[src/rtl/lslf_pkg.sv]
package lslf_pkg;

  localparam int SAMPLE_WIDTH       = 16;
  localparam int RESULT_WIDTH       = 32;
  localparam int MAX_POINTS_DEFAULT = 1024;
  localparam int DIGIT_WIDTH        = 16;
  localparam int QUEUE_DEPTH        = 2;
  localparam int INTERCEPT_SHIFT    = 8;
  localparam int SLOPE_SHIFT        = 16;

  typedef enum logic [1:0] {
    FIT_OK       = 2'd0,
    FIT_DET_ZERO = 2'd1,
    FIT_TOO_MANY = 2'd2
  } fit_status_e;

  typedef enum logic [3:0] {
    ST_IDLE,
    ST_MLOAD,
    ST_MMUL,
    ST_MACC,
    ST_DCHK,
    ST_DLOAD,
    ST_DIV,
    ST_DFIN,
    ST_OUT
  } back_state_e;

  // product terms, in evaluation order
  typedef enum logic [2:0] {
    TERM_N_SXX,
    TERM_SX_SX,
    TERM_SY_SXX,
    TERM_SX_SXY,
    TERM_N_SXY,
    TERM_SX_SY
  } term_e;

  function automatic int count_width(input int max_points);
    return $clog2(max_points + 1);
  endfunction

  function automatic int sum_width(input int max_points);
    return SAMPLE_WIDTH + count_width(max_points);
  endfunction

  function automatic int prod_sum_width(input int max_points);
    return 2 * SAMPLE_WIDTH - 1 + count_width(max_points);
  endfunction

  function automatic int job_width(input int max_points);
    return count_width(max_points) + 2 * sum_width(max_points)
           + 2 * prod_sum_width(max_points) + 1;
  endfunction

endpackage

[src/rtl/lslf_sample_if.sv]
interface lslf_sample_if;
  import lslf_pkg::*;

  logic                           valid;
  logic                           ready;
  logic signed [SAMPLE_WIDTH-1:0] x_sample;
  logic signed [SAMPLE_WIDTH-1:0] y_sample;
  logic                           last_point;

  modport source (output valid, x_sample, y_sample, last_point, input ready);
  modport sink   (input valid, x_sample, y_sample, last_point, output ready);
endinterface

[src/rtl/lslf_front.sv]
module lslf_front #(
  parameter int MAX_POINTS = lslf_pkg::MAX_POINTS_DEFAULT
) (
  input  logic                                      clk_i,
  input  logic                                      rst_ni,
  lslf_sample_if.sink                               sample_i,
  output logic                                      push_o,
  output logic [lslf_pkg::job_width(MAX_POINTS)-1:0] job_o,
  input  logic                                      full_i
);
  import lslf_pkg::*;

  localparam int CW = count_width(MAX_POINTS);
  localparam int SW = sum_width(MAX_POINTS);
  localparam int PW = prod_sum_width(MAX_POINTS);
  localparam int MW = 2 * SAMPLE_WIDTH;

  typedef struct packed {
    logic [CW-1:0]        count;
    logic signed [SW-1:0] sum_x;
    logic signed [SW-1:0] sum_y;
    logic signed [PW-1:0] sum_xy;
    logic signed [PW-1:0] sum_xx;
    logic                 ovf;
  } job_t;

  logic                           s1_valid_q;
  logic                           s1_last_q;
  logic signed [SAMPLE_WIDTH-1:0] s1_x_q;
  logic signed [SAMPLE_WIDTH-1:0] s1_y_q;
  logic signed [MW-1:0]           s1_xy_q;
  logic signed [MW-1:0]           s1_xx_q;

  logic [CW-1:0]        count_q;
  logic signed [SW-1:0] sum_x_q;
  logic signed [SW-1:0] sum_y_q;
  logic signed [PW-1:0] sum_xy_q;
  logic signed [PW-1:0] sum_xx_q;
  logic                 ovf_q;

  logic advance;
  logic accept;
  logic in_range;
  job_t job_d;

  assign advance        = s1_valid_q && !(s1_last_q && full_i);
  assign sample_i.ready = !s1_valid_q || advance;
  assign accept         = sample_i.valid && sample_i.ready;

  always_ff @(posedge clk_i) begin
    if (accept) begin
      s1_x_q    <= sample_i.x_sample;
      s1_y_q    <= sample_i.y_sample;
      s1_last_q <= sample_i.last_point;
      s1_xy_q   <= sample_i.x_sample * sample_i.y_sample;
      s1_xx_q   <= sample_i.x_sample * sample_i.x_sample;
    end
  end

  always_comb begin
    in_range = count_q < CW'(MAX_POINTS);
    job_d    = '{count: count_q, sum_x: sum_x_q, sum_y: sum_y_q,
                 sum_xy: sum_xy_q, sum_xx: sum_xx_q, ovf: ovf_q | !in_range};
    if (in_range) begin
      job_d.count  = count_q + CW'(1);
      job_d.sum_x  = sum_x_q + SW'(s1_x_q);
      job_d.sum_y  = sum_y_q + SW'(s1_y_q);
      job_d.sum_xy = sum_xy_q + PW'(s1_xy_q);
      job_d.sum_xx = sum_xx_q + PW'(s1_xx_q);
    end
  end

  assign push_o = advance && s1_last_q;
  assign job_o  = job_d;

  always_ff @(posedge clk_i or negedge rst_ni) begin
    if (!rst_ni) begin
      s1_valid_q <= 1'b0;
      count_q    <= '0;
      sum_x_q    <= '0;
      sum_y_q    <= '0;
      sum_xy_q   <= '0;
      sum_xx_q   <= '0;
      ovf_q      <= 1'b0;
    end else begin
      if (sample_i.ready) begin
        s1_valid_q <= sample_i.valid;
      end
      if (advance) begin
        if (s1_last_q) begin
          count_q  <= '0;
          sum_x_q  <= '0;
          sum_y_q  <= '0;
          sum_xy_q <= '0;
          sum_xx_q <= '0;
          ovf_q    <= 1'b0;
        end else begin
          count_q  <= job_d.count;
          sum_x_q  <= job_d.sum_x;
          sum_y_q  <= job_d.sum_y;
          sum_xy_q <= job_d.sum_xy;
          sum_xx_q <= job_d.sum_xx;
          ovf_q    <= job_d.ovf;
        end
      end
    end
  end

endmodule

[src/flat_wrapper.sv]
// flat-port wrapper written by rule: the top's interface ports become plain ports
module lslf_front_flat import lslf_pkg::*;
#(
  parameter int MAX_POINTS = lslf_pkg::MAX_POINTS_DEFAULT
)
  (clk_i, rst_ni, push_o, job_o, full_i, sample_i_valid, sample_i_x_sample, sample_i_y_sample, sample_i_last_point, sample_i_ready);
  lslf_sample_if sample_i_i ();
  input  logic clk_i;
  input  logic rst_ni;
  output logic push_o;
  output logic [lslf_pkg::job_width(MAX_POINTS)-1:0] job_o;
  input  logic full_i;
  input wire logic [$bits(sample_i_i.valid)-1:0] sample_i_valid;
  input wire logic [$bits(sample_i_i.x_sample)-1:0] sample_i_x_sample;
  input wire logic [$bits(sample_i_i.y_sample)-1:0] sample_i_y_sample;
  input wire logic [$bits(sample_i_i.last_point)-1:0] sample_i_last_point;
  output wire logic [$bits(sample_i_i.ready)-1:0] sample_i_ready;
  assign sample_i_i.valid = sample_i_valid;
  assign sample_i_i.x_sample = sample_i_x_sample;
  assign sample_i_i.y_sample = sample_i_y_sample;
  assign sample_i_i.last_point = sample_i_last_point;
  assign sample_i_ready = sample_i_i.ready;
  lslf_front #(.MAX_POINTS(MAX_POINTS)) u_core (.clk_i(clk_i), .rst_ni(rst_ni), .sample_i(sample_i_i), .push_o(push_o), .job_o(job_o), .full_i(full_i));
endmodule
[config.mk]
export PLATFORM = sky130hd
export DESIGN_NAME = lslf_front_flat
export DESIGN_NICKNAME = d
export VERILOG_FILES = /design/src/rtl/lslf_pkg.sv /design/src/rtl/lslf_sample_if.sv /design/src/rtl/lslf_front.sv /design/src/flat_wrapper.sv
export SDC_FILE = /design/constraint.sdc
export NUM_CORES = 2
export LEC_CHECK = 0
export ABC_AREA = 1
export BUFFER_PORTS_ARGS = -buffer_cell sky130_fd_sc_hd__clkbuf_2
export CAP_MARGIN = 15
export CORE_UTILIZATION = 30
export CTS_BUF_LIST = sky130_fd_sc_hd__clkbuf_16
export CTS_CLUSTER_SIZE = 12
export DETAILED_ROUTE_END_ITERATION = 12
export HOLD_SLACK_MARGIN = 0.03
export SLEW_MARGIN = 20
export SYNTH_ARGS = -nofsm -noshare
export SYNTH_HDL_FRONTEND = slang
export SYNTH_SLANG_ARGS = --single-unit
[constraint.sdc]
create_clock -name clk_i -period 2.9 [get_ports clk_i]
set_input_delay 0.29 -clock clk_i [delete_from_list [all_inputs] [get_ports clk_i]]
set_output_delay 0.29 -clock clk_i [all_outputs]
set_load 0.01 [all_outputs]
==> metrics.log <==
[metrics] status: finished, violations left
[metrics] failing checks: negative setup slack
[metrics] min Tclk post-route: 4.97 ns
[metrics] final setup violation count: about 110
[metrics] DR WL/cell: 17.3 µm
[metrics] Design Area, Final: 62200 µm²
[metrics] type of element capturing the critical path: flop
[metrics] leading cell types by total area after synthesis: sky130_fd_sc_hd__fa_1, sky130_fd_sc_hd__nand2_1, sky130_fd_sc_hd__inv_1
[metrics] Max Clk Rate: 201 MHz
[metrics] data arrival at the endpoint of the critical path: 5.30 ns
[metrics] number of core rows: 134
[metrics] Port Buffers: 188
[metrics] class of the most critical setup path: input pin to flop
[metrics] Synth Cell Area: between 40000 and 50000 µm²
[metrics] DRT iter0 DRCs: 2573
[metrics] number of nets at the end of the flow: 7441
[metrics] Area growth syn-to-layout: 52.7%
[metrics] TritonCTS Buffers: 35
[metrics] post-synth top area cell: sky130_fd_sc_hd__fa_1
[metrics] most used routing layer: met2
[metrics] number of nets in the synthesized netlist: 6561
[metrics] flip-flop and latch count after synthesis: 246
[metrics] Clock Path Buffers: 3
[metrics] Max Cap Violations: 0
[metrics] maximum number of pins on one net before global-route repair: 96
[metrics] via count of the first global-routing pass: approximately 40k
[metrics] unrepaired setup endpoints after global routing: true
[metrics] Die Span X: about 370 µm
[metrics] count leader, synth: sky130_fd_sc_hd__nand2_1
[metrics] weighted congestion at the end of routability-driven global placement: 0.954
[metrics] Critical Path Slowest Stage Cell: sky130_fd_sc_hd__fa_2
[metrics] count of antenna-violating nets left after detailed routing: 0
[metrics] hold violation total from the final report: 0
[metrics] worst setup slack after layout: -2.07 ns
[metrics] cell area reported after detailed placement: 48200 µm²
[metrics] CP Data Required Time: 3.23 ns
[metrics] Async SR Flop Fraction: 61.4%
[metrics] skew final: approximately 0.037 ns
[metrics] Worst Setup Start Kind: input pin
[metrics] CTS root buffer: sky130_fd_sc_hd__clkbuf_16
[metrics] met3 usage in global routing: roughly 2.1%
[metrics] Boundary Pins: 189
[metrics] area of the core region: between 100000 and 150000 µm²
[metrics] post-synthesis average cell area: 7.12 µm²
[metrics] Period Utilization, post-route: 171%
[metrics] count of different cell masters after synthesis: 52
[metrics] residual overflow from global routing: 0
[metrics] cell chain of the critical path: clkbuf_16, buf_12, nand2_4, inv_2, fa_2, fa_2, buf_6, buf_6, fa_1, fa_1, fa_1, fa_1, ha_4, nand2_4, nor2_4, nand2_2, nor4_2, o21ai_1, nand3_2, xor2_1
[metrics] met1 Track Usage GR: 28.8%
[metrics] clk_lat worst skew: 0.59 ns
[metrics] largest stage delay on the critical path: 0.66 ns
[metrics] share of the synthesized area in the top cell type: approximately 24%
[metrics] slew of the pin with the lowest slew margin: 0.772 ns
[metrics] met2 Use GR: 32.9%
[metrics] layout cells sized above 1: 43.1%
[metrics] count of H-tree levels built during CTS: 2
[metrics] Post-synth EDFFs: between 90 and 100
[metrics] clock-pin slew on the worst setup and hold paths: 0.06 ns
[metrics] final hold slack: a little over 0.07 ns
[metrics] Slew Viols, Final: 0
[metrics] drt total wl: 146000 µm
[metrics] reg-to-reg setup timing slack: 0.03 ns
[metrics] count of yosys warnings during synthesis: 0
[metrics] DR vias: between 40k and 50k
[metrics] Sum Neg Setup Slack: -95.67 ns
[metrics] antenna violations before repair: 5
[metrics] most used flip-flop cell after synthesis: sky130_fd_sc_hd__dfrtp_1
[metrics] area of the die: 137000 µm²
[metrics] starting density of the core: 30.4%
[metrics] Via-to-Cell Ratio: between 4 and 5
[metrics] number of remaining DRC errors: 0
[metrics] Die Y-Extent: 370 µm
[metrics] drt first pass iters: 5
[metrics] HPWL after detailed placement: 107000 µm
[metrics] GRT Total Usage: 20.2%
[metrics] most frequent cells after synthesis: sky130_fd_sc_hd__nand2_1, sky130_fd_sc_hd__inv_1, sky130_fd_sc_hd__fa_1
[metrics] worst min-delay path category: input pin to flop
[metrics] headroom to the max-slew limit: 48.5%
[metrics] clock tree from TritonCTS: done
[metrics] Post-Synthesis Cells: about 5.7k
[metrics] sequential area share after synthesis: 16.3%
[metrics] Critical Path Fanout Max: 7
[metrics] crit-path most repeated cell: sky130_fd_sc_hd__fa_1
[metrics] global-route wire length before repair: 221000 µm
[metrics] TritonCTS Sinks: 246
-- path summary, 6_finish.rpt --
kind | from | cells after the start | endpoint
setup / recovery | sample_i_x_sample[15] | 20 | u_core.s1_xy_q[28]$_DFFE_PP_
hold / removal | sample_i_y_sample[12] | 2 | u_core.s1_y_q[12]$_DFFE_PP_
setup reg to reg | u_core.s1_y_q[9]$_DFFE_PP_ | 18 | u_core.sum_y_q[13]$_DFFE_PN0P_
hold reg to reg | u_core.sum_xx_q[41]$_DFFE_PN0P_ | 2 | u_core.sum_xx_q[41]$_DFFE_PN0P_
max in group asynchronous | rst_ni | 3 | u_core.sum_x_q[25]$_DFFE_PN0P_
min in group asynchronous | rst_ni | 2 | u_core.sum_xy_q[32]$_DFFE_PN0P_
-- kinds of logic after synthesis --
family                   count (synthesis)  share of synthesized area, %
flip-flops                             246                          16.3
buffers and inverters                 1519                          14.0
AO/OA/AOI/OAI                          469                          6.73
AND/OR/NAND/NOR                       2571                          26.7
adder cells (fa/ha/maj)                806                          33.9
XOR/XNOR                               107                          2.30
-- flip-flops by register name (all words and copies together), names as in the netlist, 15 cells and up --
signal and flops:
u_core.sum_xy_q 42, u_core.s1_xy_q 32, u_core.sum_y_q 27, u_core.sum_xx_q 42
u_core.s1_x_q 15, u_core.s1_y_q 16, u_core.sum_x_q 27, u_core.s1_xx_q 31
-- layer usage --
metal / routed length (µm) / vias up
met5: 36 / -
met4: 3560 / 6
met3: 8230 / 189
met2: 68100 / 1098
met1: 65700 / 19900
li1: - / 19000
-- layout by cell type, fill, tap and decap left out, types with 58 or more instances in the layout --
master                     count
sky130_fd_sc_hd__nand3_1     171
sky130_fd_sc_hd__inv_2       200
sky130_fd_sc_hd__nor2_4      123
sky130_fd_sc_hd__clkbuf_2     83
sky130_fd_sc_hd__ha_1        104
sky130_fd_sc_hd__buf_6       184
sky130_fd_sc_hd__a21oi_2      79
sky130_fd_sc_hd__buf_4       580
sky130_fd_sc_hd__nor2_1      130
sky130_fd_sc_hd__nand2_4     212
sky130_fd_sc_hd__nand2_2     317
sky130_fd_sc_hd__inv_1      1149
sky130_fd_sc_hd__dfrtp_1     132
sky130_fd_sc_hd__edfxtp_1     95
sky130_fd_sc_hd__or2_2        92
sky130_fd_sc_hd__xor2_1       58
sky130_fd_sc_hd__nand2_1    1141
sky130_fd_sc_hd__o21ai_0      58
sky130_fd_sc_hd__o21ai_1      58
sky130_fd_sc_hd__fa_1        448
sky130_fd_sc_hd__buf_12       60
sky130_fd_sc_hd__a21oi_4      61
sky130_fd_sc_hd__ha_4        198
sky130_fd_sc_hd__nand3_2     132
sky130_fd_sc_hd__nor2_2       67
-- repair_timing --
item,CTS,global route
cloned,12,7
hold endpoints to repair,55,0
endpoints found under the setup margin,169,181
pin swaps,566,662
hold buffers,4,0
gates resized for setup,1333,1100
buffers inserted,210,162
-- stage by stage --
stage                     instances  worst slack, ns  util (%)
after global placement         7965            -2.89      35.9
after global routing           8394            -2.22      46.4
final                          8394            -2.07      46.4
after detailed placement       7965            -2.98      35.9
after floorplan                5718            -2.37         -
after CTS                      8248            -2.04      42.6
-- worst max-delay path, delay by kind of cell --
| family | cells | cell delay (ns) |
|---|---|---|
| AOI/OAI and AO/OA | 1 | 0.14 |
| xor gates and xnor gates | 1 | 0.06 |
| adders and majority gates | 7 | 3.54 |
| buffers and inverters | 5 | 0.61 |
| and+or+nand+nor | 6 | 0.64 |
-- layout make-up --
| class | instances | area (µm²) |
|---|---|---|
| diodes | 1 | 2.50 |
| clock buffers | 35 | 876 |
| clock inverters | 29 | 260 |
| fillers | 12600 | 72000 |
| inverters | 1368 | 5220 |
| multi-input cells | 3953 | 37700 |
| flip-flops and latches | 246 | 6660 |
| well taps | 1768 | 2210 |
| repair buffers | 994 | 9250 |
Power is left out: the tool's default activity adds up to more than one toggle a clock period on the data nets, which glitch-free logic cannot reach.
