`src/rtl/lslf_pkg.sv`:
```
package lslf_pkg;

  localparam int SAMPLE_WIDTH       = 16;
  localparam int RESULT_WIDTH       = 32;
  localparam int MAX_POINTS_DEFAULT = 1024;
  localparam int DIGIT_WIDTH        = 16;
  localparam int QUEUE_DEPTH        = 2;
  localparam int INTERCEPT_SHIFT    = 8;
  localparam int SLOPE_SHIFT        = 16;

  typedef enum logic [1:0] {
    FIT_OK       = 2'd0,
    FIT_DET_ZERO = 2'd1,
    FIT_TOO_MANY = 2'd2
  } fit_status_e;

  typedef enum logic [3:0] {
    ST_IDLE,
    ST_MLOAD,
    ST_MMUL,
    ST_MACC,
    ST_DCHK,
    ST_DLOAD,
    ST_DIV,
    ST_DFIN,
    ST_OUT
  } back_state_e;

  // product terms, in evaluation order
  typedef enum logic [2:0] {
    TERM_N_SXX,
    TERM_SX_SX,
    TERM_SY_SXX,
    TERM_SX_SXY,
    TERM_N_SXY,
    TERM_SX_SY
  } term_e;

  function automatic int count_width(input int max_points);
    return $clog2(max_points + 1);
  endfunction

  function automatic int sum_width(input int max_points);
    return SAMPLE_WIDTH + count_width(max_points);
  endfunction

  function automatic int prod_sum_width(input int max_points);
    return 2 * SAMPLE_WIDTH - 1 + count_width(max_points);
  endfunction

  function automatic int job_width(input int max_points);
    return count_width(max_points) + 2 * sum_width(max_points)
           + 2 * prod_sum_width(max_points) + 1;
  endfunction

endpackage

```
`src/rtl/lslf_queue.sv`:
```
module lslf_queue #(
  parameter int WIDTH = 8
) (
  input  logic             clk_i,
  input  logic             rst_ni,
  input  logic             push_i,
  input  logic [WIDTH-1:0] data_i,
  output logic             full_o,
  input  logic             pop_i,
  output logic             empty_o,
  output logic [WIDTH-1:0] data_o
);
  import lslf_pkg::*;

  localparam int PTR_W  = (QUEUE_DEPTH > 1) ? $clog2(QUEUE_DEPTH) : 1;
  localparam int FILL_W = $clog2(QUEUE_DEPTH + 1);

  logic [WIDTH-1:0]  mem_q [QUEUE_DEPTH];
  logic [PTR_W-1:0]  wr_ptr_q;
  logic [PTR_W-1:0]  rd_ptr_q;
  logic [FILL_W-1:0] fill_q;
  logic              do_push;
  logic              do_pop;

  assign full_o  = fill_q == FILL_W'(QUEUE_DEPTH);
  assign empty_o = fill_q == '0;
  assign data_o  = mem_q[rd_ptr_q];
  assign do_push = push_i && !full_o;
  assign do_pop  = pop_i && !empty_o;

  function automatic logic [PTR_W-1:0] ptr_inc(input logic [PTR_W-1:0] p);
    return (p == PTR_W'(QUEUE_DEPTH - 1)) ? '0 : p + PTR_W'(1);
  endfunction

  always_ff @(posedge clk_i) begin
    if (do_push) begin
      mem_q[wr_ptr_q] <= data_i;
    end
  end

  always_ff @(posedge clk_i or negedge rst_ni) begin
    if (!rst_ni) begin
      wr_ptr_q <= '0;
      rd_ptr_q <= '0;
      fill_q   <= '0;
    end else begin
      if (do_push) begin
        wr_ptr_q <= ptr_inc(wr_ptr_q);
      end
      if (do_pop) begin
        rd_ptr_q <= ptr_inc(rd_ptr_q);
      end
      if (do_push && !do_pop) begin
        fill_q <= fill_q + FILL_W'(1);
      end else if (do_pop && !do_push) begin
        fill_q <= fill_q - FILL_W'(1);
      end
    end
  end

endmodule

```
`config.mk`:
```
export PLATFORM = sky130hd
export DESIGN_NAME = lslf_queue
export DESIGN_NICKNAME = d
export VERILOG_FILES = /design/src/rtl/lslf_pkg.sv /design/src/rtl/lslf_queue.sv
export SDC_FILE = /design/constraint.sdc
export NUM_CORES = 1
export LEC_CHECK = 0
export BUFFER_PORTS_ARGS = -buffer_cell sky130_fd_sc_hd__buf_2
export CAP_MARGIN = 10
export CORE_AREA = 2 2 45 47
export CTS_BUF_LIST = sky130_fd_sc_hd__clkbuf_2
export DETAILED_ROUTE_END_ITERATION = 10
export DIE_AREA = 0 0 47 49
export PLACE_DENSITY = 0.65
export SLEW_MARGIN = 20
export SYNTH_ARGS = -nofsm -noshare
export SYNTH_HDL_FRONTEND = slang
export SYNTH_SLANG_ARGS = --single-unit
```
`constraint.sdc`:
```
create_clock -name clk_i -period 2.1 [get_ports clk_i]
set_clock_uncertainty 0.2 [all_clocks]
set_input_delay 0.63 -clock clk_i [delete_from_list [all_inputs] [get_ports clk_i]]
set_output_delay 0.63 -clock clk_i [all_outputs]
set_load 0.005 [all_outputs]
```
==> metrics list, run 1 <==
- Run status: finished with violations
- The checks that failed: setup timing.
- Vias after detailed routing: 454
* Setup repair after global routing missed its margin: true
* Post-Route Hold Slack: 0.290 ns
* Library cell with the highest instance count after synthesis: edfxtp_1
- TritonCTS built the clock tree.
- The final count of pins violating max slew was 0.
- The share of total power dissipated in the clock network is 0.185.
* Total Routing Usage GR: 0.121
- Maximum number of pins on one net before global-route repair: 13
- Part of the total power dissipated in sequential elements: 0.409
- Share of Yosys cell area claimed by the top area cell type: 0.614
* Worst min path class: in -> reg
- The tool flagged a number of max-cap violations equal to 0.
* Cells traversed along the worst timing path: buf_6 -> mux2_4 -> buf_6
- The setup path with the least slack is of type reg -> out.
- After layout, the minimum clock period comes to 2.15 ns.
- Crit share post-route: 1.02
- Register clock-pin slew on the reported worst setup and hold paths: 0.19 ns
- The routed design has 1200 um of wire.
- The floorplan step defined a core boundary enclosing 0.00184 sq mm.
- In this run the power spent charging and discharging nets is 0.412 mW.
- The internal portion of the total power is 1.11 mW.
* Final setup slack of the worst path: -0.0489 ns
- Share of total power in combinational logic: 0.406
- Crit path to: data_o[4]
- Unique masters post-synth: 15
- Cell area after layout: 0.00109 sq mm
* Post-Place Worst Slack: 0.188 ns
- Row generation in the floorplan step produced 16 rows.
* Max_slew headroom: 0.748
- For this run, the detailed router's first-pass iteration total came to 2.
- Critical Path Sink Type: primary output
- Cell repeated most along the worst path: buf_6
- Number of cells on the worst reg-to-reg path: 6
* Proportion of synthesized flip-flops having asynchronous set or reset: 0.200
* Starting DRT DRC Count: 6
* Die Width: 47 um
* Cell types with the largest area share after synthesis: edfxtp_1 61%, dfrtp_1 13%, mux2_1 8.6%, mux2_2 2.9%, xnor2_1 2.2%
- For this configuration, the core starts out at a cell density of 0.425.
- VDD sags by at most 0.000643 V.
* Number of sinks handled by clock tree synthesis: 20
- Worst-Margin Slew: 0.378 ns
* Gate Count Post-Synth: 44
* Port-buffer cells: 21
* Setup TNS after final layout: -0.350 ns
* Final Power: 1.52 mW
- Final HPWL DP: 811 um
- Remaining global-route overflow: 0
* Data required time at the worst endpoint: 1.27 ns
* Die H: 49 um
* Number of setup violations in the final report: 8
- The number of antenna violations at the first check in global routing is 0.
* Number of ports placed on the die boundary: 22
* Count of inserted antenna diode cells: 0
- Sequential share of the synthesized area: 0.742
* Antenna Violating Nets Remaining: 0
* Nets@finish: 89
- Count of synthesis-stage warnings from yosys: 0
* CP max FO: 4
- Of the cells placed in the final design, the portion with a size suffix greater than 1 is 0.560.
- Static Leakage: 0.478 nW
* Root buf cell: clkbuf_2
- Detailed-route vias per instance: 4.45
* Most used standard cells in the synthesized netlist: 16 x edfxtp_1, 6 x mux2_1, 4 x dfrtp_1
- Buffer levels on the longest clock path: 2
- On the worst path, the slowest cell contributes a delay of 0.47 ns.
- R2r endpoint: fill_q[1]
- The number of nets in the synthesized netlist is 57.
- The worst setup path is launched from a flip-flop.
- Clock Latency Late Sink: 0.30 ns
- On the critical path, the stage with the largest delay is an instance of dfrtp_2.
- Via count of the first global-routing pass: 438
- Syn Std Cell Area: 782 sq um
* Routability congestion estimate: 0.673
- Hold violation count in the final report: 0
- Dominant cell type by area after synthesis: edfxtp_1
* Worst reg2reg startpoint: fill_q[0]
* Area growth, synth to finish: 39.2%
- DRC Markers: 0
- Power spread over the standard cell area amounts to 1400 mW/mm^2.
- In the synthesized netlist the dominant register cell turns out to be edfxtp_1.
- Setup crit start: rd_ptr_q
- Achievable clock frequency: 0.465 GHz
- Global-route wire length before repair: 1880 um
- Number of synthesized flops with an enable pin: 16
* Switching share of power: 0.271
* Synthesized area per cell: 17.8 sq um
- Per-cell routed wire length: 11.7 um
- In this run the register-to-register setup slack is 0.40 ns.
* Area of placed instances: 931 sq um
- Number of clock buffers inserted by TritonCTS: 3
- CP arrival: 1.32 ns
- H-tree depth reported by CTS: 1
- Number of register bits inferred by synthesis: 20
* Die Area: 0.00230 sq mm
-- cell families after synthesis --
family	Yosys count	synth area share
buf+inv	3	0.0160
fa+ha+maj	1	0.0160
xor+xnor	5	0.0656
simple gates	6	0.0384
compound gates	1	0.00639
flops	20	0.742
mux	8	0.115
-- placed cells by master (no fill, tap or decap) --
| cell type | netlist | routed |
|---|---|---|
| o21ai_1 | 1 | 1 |
| nand2b_1 | 1 | 1 |
| buf_4 | 0 | 4 |
| and3_1 | 1 | 1 |
| inv_1 | 2 | 2 |
| dlygate4sd3_1 | 0 | 1 |
| bufinv_16 | 0 | 1 |
| xor2_1 | 2 | 2 |
| nor2_1 | 3 | 3 |
| buf_6 | 0 | 8 |
| nand2_2 | 1 | 1 |
| mux2_2 | 2 | 1 |
| mux2_4 | 0 | 7 |
| xnor2_1 | 2 | 2 |
| buf_2 | 1 | 15 |
| dfrtp_1 | 4 | 3 |
| xnor2_2 | 1 | 1 |
| clkbuf_2 | 0 | 3 |
| ha_1 | 1 | 1 |
| edfxtp_1 | 16 | 16 |
| dfrtp_2 | 0 | 1 |
-- area by class of cell --
class	count	area [sq um]
Tap cell	27	33.8
Clock inverter	1	30.0
Multi-Input combinational cell	21	215
Timing Repair Buffer	28	205
Fill cell	150	753
Inverter	2	7.51
Sequential cell	20	582
Clock buffer	3	15.0
-- power by group through the flow --
stage,logic [mW],clock network [mW],registers [mW]
after global placement,0.381,0,0.647
after detailed placement,0.384,0,0.654
after global routing,0.666,0.302,0.632
after floorplan,0.277,0,0.604
final,0.616,0.281,0.622
after CTS,0.607,0.289,0.622
-- timing repair --
action | in CTS | in global routing
pin swaps | 0 | 0
buffers inserted | 4 | 0
resized for setup | 15 | 2
hold endpoints to repair | 4 | 0
hold buffers | 1 | 0
endpoints found under the setup margin | 8 | 8
-- state kept, by name (all words and copies together), names as in the netlist --
register and count:
fill_q 2, mem_q 16, rd_ptr_q 1, wr_ptr_q 1
-- worst min-delay path by stage --
stage	cells past startpoint	from	slack (ns)	to
finish	1	data_i[2]	0.29	mem_q[0][2]
global route	1	data_i[3]	0.24	mem_q[0][3]
CTS	1	data_i[2]	0.27	mem_q[1][2]
detailed placement	1	rst_ni	0.24	fill_q[1]
global placement	1	rst_ni	0.24	fill_q[1]
floorplan	0	rst_ni	0.13	fill_q[0]
-- per-stage QoR --
step | utilization | std cells
detailed placement | 0.505 | 93
floorplan | - | 44
global route | 0.591 | 102
finish | 0.591 | 102
CTS | 0.586 | 102
global placement | 0.505 | 93
-- worst max-delay path, delay by kind of cell, from the launching register on --
family   cells  cell delay [ns]
buf+inv      2             0.26
mux          1             0.30
flops        1             0.47
-- routing by layer --
| layer | global-route usage | vias to the layer above | wire length [um] |
|---|---|---|---|
| met5 | 0 | - | 0 |
| met4 | 0.0972 | 0 | 20 |
| met3 | 0.0370 | 2 | 53 |
| met2 | 0.180 | 12 | 585 |
| met1 | 0.136 | 220 | 535 |
| li1 | - | 220 | - |
No activity file was read; power rests on OpenSTA's default activity.
==> run 2: changes to the inputs <==
--- a/config.mk
+++ b/config.mk
@@ -11,7 +11,7 @@
 export CTS_BUF_LIST = sky130_fd_sc_hd__clkbuf_2
 export DETAILED_ROUTE_END_ITERATION = 10
 export DIE_AREA = 0 0 47 49
-export PLACE_DENSITY = 0.65
+export PLACE_DENSITY_LB_ADDON = 0.08
 export SLEW_MARGIN = 20
 export SYNTH_ARGS = -nofsm -noshare
 export SYNTH_HDL_FRONTEND = slang
==> run 2 against run 1 <==
  * The flow still finishes with violations (setup timing)
  * Design area fell by 2.9%
  * Global-route usage rose by 0.66 points
  * Die area did not move
  * Wire length rose by 2.8%
  * Combinational power fell by 1%
  * Non-clock buffer count fell by 1
  * Worst hold slack improved by 0.013 ns
  * Largest power group unchanged
==> metrics list, run 2 (synthesis gave the netlist of run 1 again) <==
- The leakage power was 0.459 nW (was 0.478 nW).
- Number of antenna violations at the first check in global routing: 0 (unchanged)
- Max-Cap Viols: 0 (unchanged)
- The final net count was 88 (was 89).
- Net switching power: 0.398 mW (was 0.412 mW)
- The clock period minus final worst setup slack was 2.13 ns (was 2.15 ns).
- The final count of pins violating max slew was 0 (unchanged).
- The count of nets left with antenna violations after detail routing is 0 (unchanged).
- The routability congestion estimate from global placement is 0.676 (was 0.673).
- The setup violation total in the final timing report is 8 (unchanged).
- The data required time at the worst endpoint is 1.27 ns (about the same).
* Core footprint: 0.00184 sq mm (unchanged)
* Achievable clock frequency: 0.471 GHz (was 0.465 GHz)
- The launch point of the worst reg-to-reg path is fill_q[0] (unchanged).
* Vias after detailed routing: 440 (was 454)
- Clock Latency Late Sink: 0.29 ns (was 0.30 ns)
* Run status: finished with violations (unchanged)
- The end-of-flow core utilization was 0.574 (was 0.591).
- Number of placement rows: 16 (unchanged)
- Final HPWL DP: 848 um (was 811 um)
- The transition time at the pin with the least slew margin is 0.397 ns (was 0.378 ns).
* Startpoint Class: flip-flop (unchanged)
* Number of clock buffers inserted by TritonCTS: 3 (unchanged)
- Hold path startpoint: data_i[3] (was data_i[2])
- The hold violation count in the final report came to 0 (unchanged).
- The growth of design area from synthesis to finish is 35.2% (was 39.2%).
- Maximum number of pins on one net before global-route repair: 12 (was 13)
* CP max FO: 5 (was 4)
- Power density cells: 1300 mW/mm^2 (was 1400 mW/mm^2)
* Max_slew headroom: 0.735 (was 0.748)
- Largest registers: mem_q: 16 flops, fill_q: 2 flops (unchanged)
- The cell chosen for the clock root is clkbuf_2 (unchanged).
- The share of final-layout standard cells stronger than drive strength 1 is 0.541 (was 0.560).
* Max VDD drop: 0.000610 V (was 0.000643 V)
- Most frequent cells in the layout: 16 x edfxtp_1, 14 x buf_2, 9 x buf_6 (was 16 x edfxtp_1, 15 x buf_2, 8 x buf_6).
- P_int: 0.978 mW (was 1.11 mW)
- CP arrival: 1.30 ns (was 1.32 ns)
* Setup TNS after final layout: -0.126 ns (was -0.350 ns)
- DRC Markers: 0 (unchanged)
- The critical path launch point is rd_ptr_q (unchanged).
- CTS tree: built (unchanged)
* Per-cell routed wire length: 12.2 um (was 11.7 um)
- Die H: 49 um (unchanged)
- The smallest setup slack after layout is -0.0251 ns (was -0.0489 ns).
- Port-buffer cells: 21 (unchanged)
- The number of buffers on the longest clock path was 2 (unchanged).
- Starting DRT DRC Count: 6 (unchanged)
* Via count of the first global-routing pass: 450 (was 438)
* Total Routing Usage GR: 0.128 (was 0.121)
- Violated checks: setup timing (unchanged).
- The residual overflow from global routing came to 0 (unchanged).
- The category of the most critical setup path was reg -> out (unchanged).
- The horizontal die dimension is 47 um (unchanged).
- The starting density of the core came to 0.425 (unchanged).
- The routed via count divided by cell count came to 4.36 (was 4.45).
- The post-route clock period utilization was 1.01 (was 1.02).
- The antenna diode instance count is 0 (unchanged).
* Worst min path class: in -> reg (unchanged)
* Register clock-pin slew on the reported worst setup and hold paths: 0.17 ns (was 0.19 ns)
- Cell area after layout: 0.00106 sq mm (was 0.00109 sq mm)
- Share of total power in combinational logic: 0.444 (was 0.406)
- H-tree depth reported by CTS: 1 (unchanged)
- Die Area: 0.00230 sq mm (unchanged)
- Commonest non-fill, non-tap cell in the layout: edfxtp_1 (unchanged)
* Register with the most flip-flops: mem_q (unchanged)
* Setup repair after global routing missed its margin: true (unchanged)
- The part of the total power dissipated in the clock network was 0.106 (was 0.185).
- Switching share of power: 0.289 (was 0.271)
* Number of sinks handled by clock tree synthesis: 20 (unchanged)
* Part of the total power dissipated in sequential elements: 0.451 (was 0.409)
- The first-pass iteration count of the detailed router is 4 (was 2).
- The cell area reported after detailed placement is 931 sq um (unchanged).
- WL final: 1230 um (was 1200 um)
- The capturing element type of the critical path was a primary output (unchanged).
- The I/O pin total came to 22 (unchanged).
* Global-route wire length before repair: 1970 um (was 1880 um)
* Flip-flop count of the largest register, all copies and words added: 16 (unchanged)
[run 2: cell count changes in the layout (fill, tap and decap cells not counted)]
cell / previous run / this run
buf_6: 8 / 9
clkinv_1: 0 / 1
mux2_2: 1 / 2
buf_4: 4 / 3
mux2_4: 7 / 6
bufinv_16: 1 / 0
buf_2: 15 / 14
[run 2: final cells by class]
type                       count  area (sq um)
fill                         161           785
sequential                    20           582
multi-input combinational     21           211
timing repair buffer          27           204
tap                           27          33.8
clock buffer                   3          15.0
inverter                       2          7.51
clock inverter                 1          3.75
[run 2: through the flow]
step	hold slack, ns	total power, mW	worst slack (ns)	cells
finish	0.303	1.38	-0.0251	101
global route	0.263	1.47	-0.117	101
CTS	0.281	1.39	-0.0524	101
detailed placement	0.241	1.04	0.191	93
global placement	0.241	1.03	0.210	93
floorplan	0.134	0.882	0.429	44
[run 2: power by group through the flow]
stage          clock network [mW]  registers (mW)  logic (mW)
5_1_grt                     0.174           0.636       0.664
3_3_place_gp                    0           0.649       0.381
3_5_place_dp                    0           0.655       0.387
2_1_floorplan                   0           0.604       0.277
6_report                    0.145           0.620       0.610
4_1_cts                     0.157           0.620       0.609
[run 2: critical path: stages, from the launching register on]
cell and delay [ns]:
dfrtp_2 0.45, buf_6 0.14, mux2_4 0.30, buf_6 0.12
[run 2: timing repair]
item / CTS / global route
setup endpoints to repair: 8 / 8
resized for setup: 16 / 1
hold buffers: 1 / 0
buffers inserted: 3 / 0
endpoints found under the hold margin: 4 / 0
[run 2: final timing paths]
kind	cells after the start	end	slack, ns
setup reg to reg	6	fill_q[1]	0.42
hold / removal	1	mem_q[0][3]	0.30
hold reg to reg	1	wr_ptr_q	0.33
min in group asynchronous	2	fill_q[0]	0.45
max in group asynchronous	2	rd_ptr_q	1.12
setup / recovery	3	data_o[1]	-0.03
[run 2: per-layer routing]
metal,vias to the layer above,share of wire,track usage
li1,216,-,-
met1,210,0.43,0.163
met2,14,0.52,0.192
met3,0,0.043,0.0333
met4,0,0,0.0694
met5,-,0,0
