File: src/rtl/lslf_pkg.sv
package lslf_pkg;

  localparam int SAMPLE_WIDTH       = 16;
  localparam int RESULT_WIDTH       = 32;
  localparam int MAX_POINTS_DEFAULT = 1024;
  localparam int DIGIT_WIDTH        = 16;
  localparam int QUEUE_DEPTH        = 2;
  localparam int INTERCEPT_SHIFT    = 8;
  localparam int SLOPE_SHIFT        = 16;

  typedef enum logic [1:0] {
    FIT_OK       = 2'd0,
    FIT_DET_ZERO = 2'd1,
    FIT_TOO_MANY = 2'd2
  } fit_status_e;

  typedef enum logic [3:0] {
    ST_IDLE,
    ST_MLOAD,
    ST_MMUL,
    ST_MACC,
    ST_DCHK,
    ST_DLOAD,
    ST_DIV,
    ST_DFIN,
    ST_OUT
  } back_state_e;

  // product terms, in evaluation order
  typedef enum logic [2:0] {
    TERM_N_SXX,
    TERM_SX_SX,
    TERM_SY_SXX,
    TERM_SX_SXY,
    TERM_N_SXY,
    TERM_SX_SY
  } term_e;

  function automatic int count_width(input int max_points);
    return $clog2(max_points + 1);
  endfunction

  function automatic int sum_width(input int max_points);
    return SAMPLE_WIDTH + count_width(max_points);
  endfunction

  function automatic int prod_sum_width(input int max_points);
    return 2 * SAMPLE_WIDTH - 1 + count_width(max_points);
  endfunction

  function automatic int job_width(input int max_points);
    return count_width(max_points) + 2 * sum_width(max_points)
           + 2 * prod_sum_width(max_points) + 1;
  endfunction

endpackage

File: src/rtl/lslf_fit_if.sv
interface lslf_fit_if;
  import lslf_pkg::*;

  logic                           valid;
  logic                           ready;
  logic signed [RESULT_WIDTH-1:0] intercept;
  logic signed [RESULT_WIDTH-1:0] slope;
  logic [1:0]                     fit_status;

  modport source (output valid, intercept, slope, fit_status, input ready);
  modport sink   (input valid, intercept, slope, fit_status, output ready);
endinterface

File: src/rtl/lslf_back.sv
module lslf_back #(
  parameter int MAX_POINTS = lslf_pkg::MAX_POINTS_DEFAULT
) (
  input  logic                                      clk_i,
  input  logic                                      rst_ni,
  input  logic                                      empty_i,
  input  logic [lslf_pkg::job_width(MAX_POINTS)-1:0] job_i,
  output logic                                      pop_o,
  lslf_fit_if.source                                fit_o
);
  import lslf_pkg::*;

  localparam int CW   = count_width(MAX_POINTS);
  localparam int SW   = sum_width(MAX_POINTS);
  localparam int PW   = prod_sum_width(MAX_POINTS);
  localparam int AW   = SW + PW + 1;
  localparam int NW   = AW + SLOPE_SHIFT;
  localparam int NDIG = (PW + DIGIT_WIDTH - 1) / DIGIT_WIDTH;
  localparam int BW   = NDIG * DIGIT_WIDTH;
  localparam int PRW  = SW + BW;
  localparam int DGW  = $clog2(NDIG);
  localparam int NCW  = $clog2(NW);
  localparam int RW   = RESULT_WIDTH;

  localparam logic [RW-1:0] SAT_MAX = {1'b0, {(RW - 1){1'b1}}};
  localparam logic [RW-1:0] SAT_MIN = {1'b1, {(RW - 1){1'b0}}};

  typedef struct packed {
    logic [CW-1:0]        count;
    logic signed [SW-1:0] sum_x;
    logic signed [SW-1:0] sum_y;
    logic signed [PW-1:0] sum_xy;
    logic signed [PW-1:0] sum_xx;
    logic                 ovf;
  } job_t;

  back_state_e state_q, state_d;
  job_t        job_q;
  term_e       term_q;

  logic [SW-1:0]        amag_q;
  logic [BW-1:0]        bmag_q;
  logic                 neg_q;
  logic [PRW-1:0]       prod_q;
  logic [DGW-1:0]       dig_q;
  logic signed [AW-1:0] acc_q;
  logic signed [AW-1:0] det_q;
  logic signed [AW-1:0] na_q;

  logic [NW-1:0] nmag_q;
  logic [AW-1:0] dmag_q;
  logic [AW-1:0] rem_q;
  logic [RW:0]   quo_q;
  logic          qovf_q;
  logic          qneg_q;
  logic          div_sel_q;
  logic [NCW-1:0] cnt_q;

  logic [RW-1:0] intercept_q;
  logic [RW-1:0] slope_q;
  fit_status_e   status_q;

  logic signed [SW-1:0]      op_a;
  logic signed [PW-1:0]      op_b;
  logic                      op_sub;
  logic [SW-1:0]             a_abs;
  logic [PW-1:0]             b_abs;
  logic [DIGIT_WIDTH-1:0]    digit;
  logic [SW+DIGIT_WIDTH-1:0] pp;
  logic [PRW-1:0]            prod_d;
  logic signed [AW-1:0]      prod_ext;
  logic signed [AW-1:0]      acc_sum;
  logic [AW:0]               trial;
  logic                      fits;
  logic [AW-1:0]             rem_next;
  logic signed [AW-1:0]      num_sel;
  logic [AW-1:0]             num_abs;
  logic [AW-1:0]             det_abs;
  logic                      pos_sat;
  logic                      neg_sat;
  logic [RW-1:0]             div_res;

  always_comb begin
    op_a   = SW'(job_q.count);
    op_b   = job_q.sum_xx;
    op_sub = 1'b0;
    case (term_q)
      TERM_N_SXX: begin
        op_a = SW'(job_q.count);
        op_b = job_q.sum_xx;
      end
      TERM_SX_SX: begin
        op_a   = job_q.sum_x;
        op_b   = PW'(job_q.sum_x);
        op_sub = 1'b1;
      end
      TERM_SY_SXX: begin
        op_a = job_q.sum_y;
        op_b = job_q.sum_xx;
      end
      TERM_SX_SXY: begin
        op_a   = job_q.sum_x;
        op_b   = job_q.sum_xy;
        op_sub = 1'b1;
      end
      TERM_N_SXY: begin
        op_a = SW'(job_q.count);
        op_b = job_q.sum_xy;
      end
      TERM_SX_SY: begin
        op_a   = job_q.sum_x;
        op_b   = PW'(job_q.sum_y);
        op_sub = 1'b1;
      end
      default: begin
        op_a = SW'(job_q.count);
        op_b = job_q.sum_xx;
      end
    endcase
  end

  assign a_abs    = op_a[SW-1] ? -op_a : op_a;
  assign b_abs    = op_b[PW-1] ? -op_b : op_b;
  assign digit    = bmag_q[BW-1 -: DIGIT_WIDTH];
  assign pp       = {{DIGIT_WIDTH{1'b0}}, amag_q} * {{SW{1'b0}}, digit};
  assign prod_d   = (prod_q << DIGIT_WIDTH) + PRW'(pp);
  assign prod_ext = AW'(prod_q);
  assign acc_sum  = acc_q + (neg_q ? -prod_ext : prod_ext);

  // restoring division, one quotient bit per cycle
  assign trial    = {rem_q, nmag_q[NW-1]};
  assign fits     = trial >= {1'b0, dmag_q};
  assign rem_next = fits ? AW'(trial - {1'b0, dmag_q}) : AW'(trial);
  assign num_sel  = div_sel_q ? acc_q : na_q;
  assign num_abs  = num_sel[AW-1] ? -num_sel : num_sel;
  assign det_abs  = det_q[AW-1] ? -det_q : det_q;

  assign pos_sat = qovf_q | quo_q[RW] | quo_q[RW-1];
  assign neg_sat = qovf_q | quo_q[RW] | (quo_q[RW-1] & (|quo_q[RW-2:0]));
  assign div_res = qneg_q ? (neg_sat ? SAT_MIN : -quo_q[RW-1:0])
                          : (pos_sat ? SAT_MAX : quo_q[RW-1:0]);

  always_comb begin
    state_d = state_q;
    pop_o   = 1'b0;
    case (state_q)
      ST_IDLE: begin
        if (!empty_i) begin
          pop_o   = 1'b1;
          state_d = ST_MLOAD;
        end
      end
      ST_MLOAD: state_d = ST_MMUL;
      ST_MMUL: begin
        if (dig_q == DGW'(NDIG - 1)) begin
          state_d = ST_MACC;
        end
      end
      ST_MACC: begin
        case (term_q)
          TERM_SX_SX: state_d = ST_DCHK;
          TERM_SX_SY: state_d = ST_DLOAD;
          default:    state_d = ST_MLOAD;
        endcase
      end
      ST_DCHK:  state_d = (det_q == '0) ? ST_OUT : ST_MLOAD;
      ST_DLOAD: state_d = ST_DIV;
      ST_DIV: begin
        if (cnt_q == '0) begin
          state_d = ST_DFIN;
        end
      end
      ST_DFIN: state_d = div_sel_q ? ST_OUT : ST_DLOAD;
      ST_OUT: begin
        if (fit_o.ready) begin
          state_d = ST_IDLE;
        end
      end
      default: state_d = ST_IDLE;
    endcase
  end

  always_ff @(posedge clk_i or negedge rst_ni) begin
    if (!rst_ni) begin
      state_q <= ST_IDLE;
    end else begin
      state_q <= state_d;
    end
  end

  always_ff @(posedge clk_i) begin
    case (state_q)
      ST_IDLE: begin
        job_q  <= job_i;
        term_q <= TERM_N_SXX;
        acc_q  <= '0;
      end
      ST_MLOAD: begin
        amag_q <= a_abs;
        bmag_q <= BW'(b_abs);
        neg_q  <= op_a[SW-1] ^ op_b[PW-1] ^ op_sub;
        prod_q <= '0;
        dig_q  <= '0;
      end
      ST_MMUL: begin
        prod_q <= prod_d;
        bmag_q <= bmag_q << DIGIT_WIDTH;
        dig_q  <= dig_q + DGW'(1);
      end
      ST_MACC: begin
        case (term_q)
          TERM_N_SXX: begin
            acc_q  <= acc_sum;
            term_q <= TERM_SX_SX;
          end
          TERM_SX_SX: begin
            det_q <= acc_sum;
            acc_q <= '0;
          end
          TERM_SY_SXX: begin
            acc_q  <= acc_sum;
            term_q <= TERM_SX_SXY;
          end
          TERM_SX_SXY: begin
            na_q   <= acc_sum;
            acc_q  <= '0;
            term_q <= TERM_N_SXY;
          end
          TERM_N_SXY: begin
            acc_q  <= acc_sum;
            term_q <= TERM_SX_SY;
          end
          TERM_SX_SY: begin
            acc_q     <= acc_sum;
            div_sel_q <= 1'b0;
          end
          default: acc_q <= acc_q;
        endcase
      end
      ST_DCHK: begin
        if (det_q == '0) begin
          intercept_q <= '0;
          slope_q     <= '0;
          status_q    <= FIT_DET_ZERO;
        end else begin
          term_q <= TERM_SY_SXX;
        end
      end
      ST_DLOAD: begin
        nmag_q <= div_sel_q ? (NW'(num_abs) << SLOPE_SHIFT)
                            : (NW'(num_abs) << INTERCEPT_SHIFT);
        dmag_q <= det_abs;
        rem_q  <= '0;
        quo_q  <= '0;
        qovf_q <= 1'b0;
        qneg_q <= num_sel[AW-1] ^ det_q[AW-1];
        cnt_q  <= NCW'(NW - 1);
      end
      ST_DIV: begin
        nmag_q <= nmag_q << 1;
        rem_q  <= rem_next;
        quo_q  <= {quo_q[RW-1:0], fits};
        qovf_q <= qovf_q | quo_q[RW];
        cnt_q  <= cnt_q - NCW'(1);
      end
      ST_DFIN: begin
        if (div_sel_q) begin
          slope_q  <= div_res;
          status_q <= job_q.ovf ? FIT_TOO_MANY : FIT_OK;
        end else begin
          intercept_q <= div_res;
          div_sel_q   <= 1'b1;
        end
      end
      default: acc_q <= acc_q;
    endcase
  end

  assign fit_o.valid      = state_q == ST_OUT;
  assign fit_o.intercept  = intercept_q;
  assign fit_o.slope      = slope_q;
  assign fit_o.fit_status = status_q;

endmodule

File: src/flat_wrapper.sv
// flat-port wrapper written by rule: the top's interface ports become plain ports
module lslf_back_flat import lslf_pkg::*;
#(
  parameter int MAX_POINTS = lslf_pkg::MAX_POINTS_DEFAULT
)
  (clk_i, rst_ni, empty_i, job_i, pop_o, fit_o_valid, fit_o_intercept, fit_o_slope, fit_o_fit_status, fit_o_ready);
  lslf_fit_if fit_o_i ();
  input  logic clk_i;
  input  logic rst_ni;
  input  logic empty_i;
  input  logic [lslf_pkg::job_width(MAX_POINTS)-1:0] job_i;
  output logic pop_o;
  output wire logic [$bits(fit_o_i.valid)-1:0] fit_o_valid;
  output wire logic [$bits(fit_o_i.intercept)-1:0] fit_o_intercept;
  output wire logic [$bits(fit_o_i.slope)-1:0] fit_o_slope;
  output wire logic [$bits(fit_o_i.fit_status)-1:0] fit_o_fit_status;
  input wire logic [$bits(fit_o_i.ready)-1:0] fit_o_ready;
  assign fit_o_valid = fit_o_i.valid;
  assign fit_o_intercept = fit_o_i.intercept;
  assign fit_o_slope = fit_o_i.slope;
  assign fit_o_fit_status = fit_o_i.fit_status;
  assign fit_o_i.ready = fit_o_ready;
  lslf_back #(.MAX_POINTS(MAX_POINTS)) u_core (.clk_i(clk_i), .rst_ni(rst_ni), .empty_i(empty_i), .job_i(job_i), .pop_o(pop_o), .fit_o(fit_o_i));
endmodule
File: config.mk
export PLATFORM = sky130hd
export DESIGN_NAME = lslf_back_flat
export DESIGN_NICKNAME = d
export VERILOG_FILES = /design/src/rtl/lslf_pkg.sv /design/src/rtl/lslf_fit_if.sv /design/src/rtl/lslf_back.sv /design/src/flat_wrapper.sv
export SDC_FILE = /design/constraint.sdc
export NUM_CORES = 2
export LEC_CHECK = 0
export BUFFER_PORTS_ARGS = -buffer_cell sky130_fd_sc_hd__buf_2
export CELL_PAD_IN_SITES_DETAIL_PLACEMENT = 2
export CELL_PAD_IN_SITES_GLOBAL_PLACEMENT = 2
export CORE_MARGIN = 8
export CORE_UTILIZATION = 40
export CTS_CLUSTER_DIAMETER = 80
export DETAILED_ROUTE_END_ITERATION = 16
export GPL_TIMING_DRIVEN = 0
export PLACE_DENSITY = 0.85
export SYNTH_ARGS = -nofsm -noshare
export SYNTH_HDL_FRONTEND = slang
export SYNTH_SLANG_ARGS = --single-unit
File: constraint.sdc
create_clock -name clk_i -period 14.4 [get_ports clk_i]
set_input_delay 2.88 -clock clk_i [delete_from_list [all_inputs] [get_ports clk_i]]
set_output_delay 2.88 -clock clk_i [all_outputs]
set_load 0.03 [all_outputs]
==> impl_metrics.csv <==
group,metric,value,unit
placed_design,io_buffer_count,221,
hold_path,whs_endpoint,"u_core.bmag_q[44]$_SDFFCE_PN0P_",
finish,fill_cells,16900,
sta,slew_headroom,9.05,%
finish,most-common-layout-cells,"edfxtp_1, nand2_1, inv_1",
sta,worst_pin_slew,1.36,ns
routing,ant_nets,0,
finish,syn2layout_area_growth,11.5,%
logic_synthesis,synth_compound_gate_area_share,14.1,%
cts,htreeDepth,3,
cts,cts_tree,"built",
logic_synthesis,syn_nets,7222,
routing,wl_met3,12500,um
run_status,status,"completed",
routing,first_iter_violations,3759,
critical_path,crit_path_top_delay_cell,"a2111oi_0",
critical_path,cp.required,14.91,ns
routing,drc,0,
sta,final.setup.tns,0,ns
critical_path,r2r_cells,27,
logic_synthesis,syn_area,64100,um2
sta,setup-violations-final,0,
logic_synthesis,ys.flop_type,"edfxtp_1",
placed_design,dp_hpwl,208000,um
run,drv_cap,0,
critical_path,regToRegSetupSlack,4.14,ns
global_routing,grt_pass1_vias,60000,
cts,cts_buffer_depth,3,
critical_path,r2r_start,"u_core.bmag_q[35]$_DFFE_PP_",
routing,totalWireLength,261000,um
cts,post_cts_buffers,0,
global_routing,track_usage,29.3,%
cts,path_clk_slew,0.06,ns
floorplanning,num_io_pins,222,
sta,period_minus_slack,10.26,ns
finish,final_nets,7558,
global_routing,grt_pass1_wl,389000,um
critical_path,path_max_fanout,10,
cts,cts_hold_buf,0,
routing,vias,53100,
critical_path,cp-end-kind,"flip-flop",
hold_path,hold_class,"flip-flop to flip-flop",
floorplanning,fp.dieW,416,um
placed_design,routabilityCongestion,0.943,
sta,final-hold-violation-count,0,
logic_synthesis,yosysSeqAreaShare,39.4,%
sta,slew_viol_final,0,
sta,period_share,71.3,%
placed_design,placed_cell_area,68200,um2
routing,dr.pass1.iters,5,
logic_synthesis,ys_async_sr_fraction,0.475,%
logic_synthesis,yosys.area_share.simple,14.9,%
logic_synthesis,synth_adder_area_share,17.2,%
finish,postLayoutCellArea,71500,um2
logic_synthesis,syn_inst,6412,
cts,cts_buffers,99,
logic_synthesis,synth_xor_area_share,6.52,%
cts,clkLatencyLatePin,0.76,ns
critical_path,worstReg2RegEnd,"u_core.prod_q[63]$_SDFFCE_PN0P_",
logic_synthesis,synth-seq-cells,842,
logic_synthesis,synth_edf_count,838,
finish,multi_input_area,35100,um2
sta,grt_setup_unrepaired,"false",
floorplanning,core-area,160000,um2
logic_synthesis,synth_top_family_by_area,"adder cells",
cts,cts-resized-gates,0,
finish,drive_above_1_share,7.46,%
logic_synthesis,syn_avg_cell_area,10.0,um2
hold_path,min_from,"u_core.bmag_q[28]$_DFFE_PP_",
routing,highest_layer,"met5",
logic_synthesis,ys_types,105,
global_routing,grt_max_degree,119,
routing,avgViaCountPerCell,5.96,
critical_path,path_common_cell,"fa_1",
hold_path,hold_depth,1,
finish,final_common_cell,"edfxtp_1",
global_routing,globalRouteOverflowTotal,0,
critical_path,max_stage_delay,1.10,ns
floorplanning,die_area,173000,um2
logic_synthesis,ys_warn_count,0,
global_routing,grt_antenna_before_repair,12,
critical_path,start_kind,"flip-flop",
finish,seq_area,25300,um2
critical_path,worst-setup-path-type,"flip-flop to flip-flop",
floorplanning,placementRows,147,
cts,clock-root-buffer,"clkbuf_16",
sta,fmax,97.5,MHz
floorplanning,start_util,40.1,%
logic_synthesis,synthMuxAreaShare,1.90,%
routing,wl_per_cell,29.3,um
sta,fin_skew,0.0807,ns
critical_path,arrival,10.77,ns
cts,cts_sinks,842,
routing,wl_met2,132000,um
floorplanning,die_h,416,um
routing,m1WireLength,101000,um
-- worst max-delay path by stage --
stage | slack [ns] | endpoint | cells after the start | start
2_1_floorplan | 6.20 | u_core.cnt_q[0]$_SDFFCE_PN1N_ | 4 | u_core.state_q[3]$_DFFE_PN0P_
3_3_place_gp | 2.23 | u_core.quo_q[24]$_SDFFCE_PN0N_ | 5 | u_core.state_q[1]$_DFFE_PN0P_
3_5_place_dp | 4.52 | u_core.prod_q[63]$_SDFFCE_PN0P_ | 27 | u_core.bmag_q[38]$_DFFE_PP_
4_1_cts | 4.39 | u_core.prod_q[63]$_SDFFCE_PN0P_ | 27 | u_core.bmag_q[37]$_DFFE_PP_
5_1_grt | 4.08 | u_core.prod_q[67]$_SDFFCE_PN0P_ | 27 | u_core.bmag_q[35]$_DFFE_PP_
6_report | 4.14 | u_core.prod_q[63]$_SDFFCE_PN0P_ | 27 | u_core.bmag_q[35]$_DFFE_PP_
-- state kept, by name, summed over array words and instances, names as in the netlist --
name / count
u_core.job_q: 150
u_core.nmag_q: 78
u_core.acc_q: 70
u_core.det_q: 70
u_core.dmag_q: 70
u_core.na_q: 70
u_core.prod_q: 70
u_core.rem_q: 70
u_core.bmag_q: 48
u_core.quo_q: 33
u_core.fit_o.intercept: 32
u_core.fit_o.slope: 32
u_core.amag_q: 27
u_core.cnt_q: 7
u_core.state_q: 4
u_core.term_q: 3
u_core.dig_q: 2
u_core.fit_o.fit_status: 2
u_core.div_sel_q: 1
u_core.neg_q: 1
u_core.qneg_q: 1
u_core.qovf_q: 1
-- cell families after synthesis --
family	count (synthesis)
muxes	120
DFF	842
AOI/OAI and AO/OA	1399
adders and majority gates	656
xor gates and xnor gates	477
buffers and inverters	993
and+or+nand+nor	1925
-- synth_stat cells (49+ instances only) --
cell type	count	area (um2)
edfxtp_1	838	25200
nand2_1	663	2490
inv_1	649	2440
nor2_1	384	1440
fa_1	377	7550
a21oi_1	361	1810
o21ai_0	354	1770
xnor2_1	315	2760
clkbuf_1	294	1100
ha_1	279	3490
and2_1	256	1600
xor2_1	162	1420
a21o_1	111	833
mux2i_1	106	1060
nor3_1	98	490
and3_1	78	488
nand4_1	66	413
o31ai_1	65	488
nand3_1	63	315
or3_1	61	382
a211oi_1	49	368
a31oi_1	49	307
-- metal layers --
metal	GRT usage [%]	vias up
li1	-	23100
met1	33.7	27500
met2	52.3	1816
met3	4.28	699
met4	15.8	4
met5	0	-
-- worst max-delay path, delay by kind of cell, from the launching register on --
kind                       cells  cell delay, ns
and+or+nand+nor                3            0.55
DFF                            1            0.33
buffers and inverters          9            2.48
adders and majority gates      7            3.48
AOI/OAI and AO/OA              8            3.15
-- layout make-up --
type | instances | share of cell area (%)
antenna | 7 | 0.0245
buffer | 343 | 1.93
clock buffer | 114 | 3.57
clock inverter | 63 | 1.03
inverter | 650 | 3.43
multi-input combinational | 4577 | 49.1
sequential | 842 | 35.3
tap | 2086 | 3.65
timing repair buffer | 235 | 1.96
-- through the flow --
step                      worst slack, ns  cells  hold slack [ns]  util, %
after CTS                            4.39   8910            0.519     44.7
after global placement               2.23   8719            0.501     42.4
after floorplan                      6.20   6412            0.474        -
after detailed placement             4.52   8733            0.514     42.7
final                                4.14   8917            0.517     44.7
after global routing                 4.08   8911            0.563     44.7
Power is left out: the tool's default activity adds up to more than one toggle a clock period on the data nets, which glitch-free logic cannot reach.
